`config.mk`:
```
export PLATFORM = sky130hd
export DESIGN_NAME = dti_ram
export DESIGN_NICKNAME = d
export VERILOG_FILES = /design/src/rtl/dti_ram.sv
export SDC_FILE = /design/constraint.sdc
export NUM_CORES = 1
export LEC_CHECK = 0
export BUFFER_PORTS_ARGS = -buffer_cell sky130_fd_sc_hd__buf_2
export CAP_MARGIN = 20
export CORE_MARGIN = 3
export CORE_UTILIZATION = 60
export CTS_BUF_LIST = sky130_fd_sc_hd__clkbuf_16
export DETAILED_ROUTE_END_ITERATION = 16
export PLACE_DENSITY = 0.88
export SYNTH_ARGS = -nofsm -noshare
export SYNTH_HDL_FRONTEND = slang
export SYNTH_SLANG_ARGS = --single-unit
```
`constraint.sdc`:
```
create_clock -name clk_i -period 2 [get_ports clk_i]
set_input_delay 0.2 -clock clk_i [delete_from_list [all_inputs] [get_ports clk_i]]
set_output_delay 0.2 -clock clk_i [all_outputs]
set_load 0.005 [all_outputs]
```
`src/rtl/dti_ram.sv`:
```
// ----------------------------------------------------------------------------
// dti_ram
// Generic single-write, single-read RAM with a registered read port.
// ----------------------------------------------------------------------------
module dti_ram #(
  parameter int unsigned Width = 8,
  parameter int unsigned Depth = 16
) (
  input  logic                     clk_i,
  input  logic                     we_i,
  input  logic [$clog2(Depth)-1:0] waddr_i,
  input  logic [Width-1:0]         wdata_i,
  input  logic [$clog2(Depth)-1:0] raddr_i,
  output logic [Width-1:0]         rdata_o
);

  logic [Width-1:0] mem_q [Depth];

  always_ff @(posedge clk_i) begin
    if (we_i) begin
      mem_q[waddr_i] <= wdata_i;
    end
    rdata_o <= mem_q[raddr_i];
  end

endmodule

```
Word-level counts from Yosys, hierarchy flattened
Memory sizes are Yosys's and may differ from the RTL's. A register that Yosys moved wholly into a read port is not among the register bits.
Cells that the tools add are included.

storage, ports and cells
  register bits after elaboration = 0
  bits in latches = 0
  RAM bits = 128
  ROM bits = 0
  memories = 1

operators by class
  add/sub/neg operators = 0
  $mul = 0
  div/mod/pow operators = 0
  $lt $le $gt $ge = 0
  eq/ne operators = 0
  shift operators = 0
  muxes and demuxes = 2
  bitwise logic cells = 0
  reduce and logical (&&, ||, !) cells = 0

memory list
  name   depth  bits a word  read ports  clocked after memory_dff  wr ports  RTL line  RTL
  mem_q  16     8            1           1                         1         17        logic [Width-1:0] mem_q [Depth];

operator list
  kind               number
  1-bit two-way mux  2

Longest topological paths before layout
  depth in word-level cells = 2
  mapped depth = 5
  depth with buffers taken out = 3

Least setup slack after synthesis
No wires, ideal clock.

  path type = in2reg
  start = input waddr_i[2]
  end = memory mem_q[0][0], enable pin
  data arrival time = 1.310 ns
  required time = 1.617 ns
  setup slack = 0.307 ns
  stages on the path = 2
  path buffers = 0
  cells stage by stage = or3b_2 > nor3_1

RTL lines
  what                RTL line  RTL
  start: declaration  11        input logic [$clog2(Depth)-1:0] waddr_i,
  end: declaration    17

No word-level cell before the write port.

==> key figures <==
Outcome
  – Status: complete, no violations

Timing
  – Relative slew margins: 52.8%
  – Final setup vio count: 0
  – Hold Vio Cnt, Final: 0
  – Max Slew Vio Count: 0
  – Total negative slack: 0 ps
  – Max Freq: 674 MHz
  – Fin crit share: 74.2%
  – Unrepaired setup endpoints after global routing: false
  – Slew @ Worst Pin: 705 ps
  – Final setup margin: 516 ps
  – Minimum clock period: 1480 ps
  – Final Skew: 8.74 ps

Global routing
  – Overflow after GRT: 0
  – Vias in the first global route: 2,631
  – Overall global routing resource usage: 23.8%
  – First-pass GRT wire length: 16,300 um
  – Largest net degree at the start of global routing: 33
  – Initial antenna violation count: 0

Die
  – Die ar.: 9730 sq um
  – Row cnt: 33
  – I/O pin cnt: 26
  – Die height: 98.6 um
  – Initial Util: 62.3%
  – Die width: 98.6 um
  – Core area: 8260 sq um

Finish
  – Finished Cell Area: 6130 sq um
  – Area Growth Syn to Fin: 19.1%
  – N_diodes: 0
  – Final #Nets: 300
  – Layout cells sized above 1: 31.2%

Power and ir drop
  – Logic pwr share: 4.2%
  – Max rail drop VDD: 0.693 mV
  – Clk pwr share: 49.8%
  – Sw Ratio: 19.2%
  – Total power: 6.97 mW
  – PD cells: 1140 nW/um^2
  – Internal power: 5.63 mW
  – Reg power frac: 46.1%
  – NetSw: 1.34 mW
  – LEAKAGE: 2.11 nW

Placed design
  – Number of I/O port buffers: 25
  – Place WS: 314 ps
  – Dpl cell area: 5470 sq um
  – Post-DP HPWL: 5870 um
  – GPL Wtd Cong: 0.820

Yosys
  – Syn Nets: 247
  – Synth unique cells: 19
  – Synth warnings: 0
  – Post-synthesis sequential area ratio: 77.8%
  – Synth Area per Inst: 22.5 sq um
  – Post-Syn Area: 5150 sq um
  – Post-synthesis cell count: 229
  – #FFs+latches synth: 136

Worst hold path
  – Worst hold endpoint: mem_q[3][3]
  – Hold path depth: 1
  – Worst Hold Launch: wdata_i[3]
  – Hold Crit Class: in -> reg

Setup path
  – R2r setup slk: 520 ps
  – Critical path class: reg -> reg
  – Crit Path Max Fanout: 1
  – Critical Path Max Stage Delay: 530 ps
  – Arrival time worst endpoint: 1770 ps
  – Endpoint class of the critical path: flop
  – Reg2Reg Depth: 3
  – R2r endpoint: rdata_o[2]
  – Cells along the critical path: mux4_1 -> a22oi_1 -> nand2_1
  – Worst setup SP type: flop
  – Crit-path slowest cell: mux4_1
  – Sum of buffers and inverters on the critical path: 0
  – Worst EP required: 2280 ps
  – R2r startpoint: mem_q[2][2]
  – CP delay by family, top: multiplexers

CTS
  – H-tree depth: 4
  – Post-CTS Setup Bufs: 0
  – CTS max path bufs: 2
  – CTS sink cnt: 136
  – Cts hold-fix bufs: 0
  – Clk slew on worst S/H paths: 60 ps
  – PostCTS Resize Cnt: 0
  – Root Driver: clkbuf_16
  – Clk_lat worst skew: 410 ps
  – TritonCTS clock tree: built
  – Num CTS Buffers: 17

Route
  – DRC viols: 0
  – Routed WL per cell: 26.2 um
  – Via count: 2,545
  – TritonRoute pass-1 iters: 4
  – DR iter-0 viols: 289
  – Via density: 6.36
  – Routed Antenna Nets: 0
  – Wirelength, routed: 10,500 um

Flow run
  – Max Cap Viol: 0
-- layout make-up --
class                      instances  area [sq um]
clock buffer                      17           425
clock inverter                    15           233
fill                             447          2130
multi-input combinational         83          1060
sequential                       136          4000
tap                              105           131
timing repair buffer              44           280
-- cell usage after synthesis --
cell	instances	share of area [%]
clkdlybuf4s25_2	3	0.58
nor2b_1	1	0.12
nand3b_1	2	0.29
nand2_1	9	0.66
mux4_2	18	7.9
edfxtp_1	128	75
and2b_1	1	0.15
mux4_1	14	7.1
nand2b_1	2	0.24
and2_1	1	0.12
dfxtp_1	8	3.1
buf_6	3	0.66
a22oi_1	16	2.3
buf_2	3	0.29
or3b_2	1	0.17
nand3_1	1	0.097
nor3_1	4	0.39
nor2_1	13	0.95
buf_4	1	0.15
-- sequential cells by signal, summed over array words and instances, names as in the netlist --
signal	count
mem_q	128
rdata_o	8
-- logic make-up (layout without fill, tap and decap cells) --
family / count (synthesis) / after routing / share of synthesized area (%)
DFF: 136 / 136 / 77.8
and+or+nand+nor: 35 / 35 / 3.18
muxes: 32 / 32 / 15.0
AOI/OAI and AO/OA: 16 / 16 / 2.33
buffers and inverters: 10 / 76 / 1.68
-- through the flow --
step                      hold slack, ps  std cells  util (%)
after global routing                 178        400      74.2
final                                178        400      74.2
after CTS                            164        400      74.2
after global placement               576        368      66.3
after floorplan                      299        229         -
after detailed placement             577        368      66.3
-- power groups by stage --
stage               logic, mW  registers (mW)  clock network, mW
global route            0.314            3.22               3.64
CTS                     0.292            3.21               3.50
detailed placement      0.285            3.27                  0
floorplan               0.162            3.26                  0
global placement        0.274            3.26                  0
finish                  0.291            3.21               3.47
-- worst max-delay path by stage --
stage | end | start | cells past startpoint | slack [ps]
after floorplan | mem_q[0][0] | waddr_i[2] | 2 | 310
after global placement | rdata_o[3] | raddr_i[0] | 5 | 350
after detailed placement | rdata_o[3] | raddr_i[0] | 5 | 310
after CTS | rdata_o[3] | mem_q[1][3] | 3 | 510
after global routing | rdata_o[3] | mem_q[1][3] | 3 | 460
final | rdata_o[2] | mem_q[2][2] | 3 | 520
-- metal layers --
layer	vias to the layer above	routed length, um	global-route usage [%]	part of all wire (%)
li1	1084	-	-	-
met1	1287	4150	34.5	40
met2	151	5080	34.8	48
met3	23	945	5.66	9.0
met4	0	316	11.8	3.0
met5	-	0	0	0
-- cells in the final DEF, fill, tap and decap left out, drive strengths merged --
cell type and n:
a22oi 16, and2 1, and2b 1, buf 44
bufinv 6, clkbuf 17, clkinv 5, clkinvlp 3
dfxtp 8, edfxtp 128, inv 1, mux4 32
nand2 9, nand2b 2, nand3 1, nand3b 2
nor2 13, nor2b 1, nor3 4, or3b 1
Note: power is estimated with default switching activity, not from simulation.
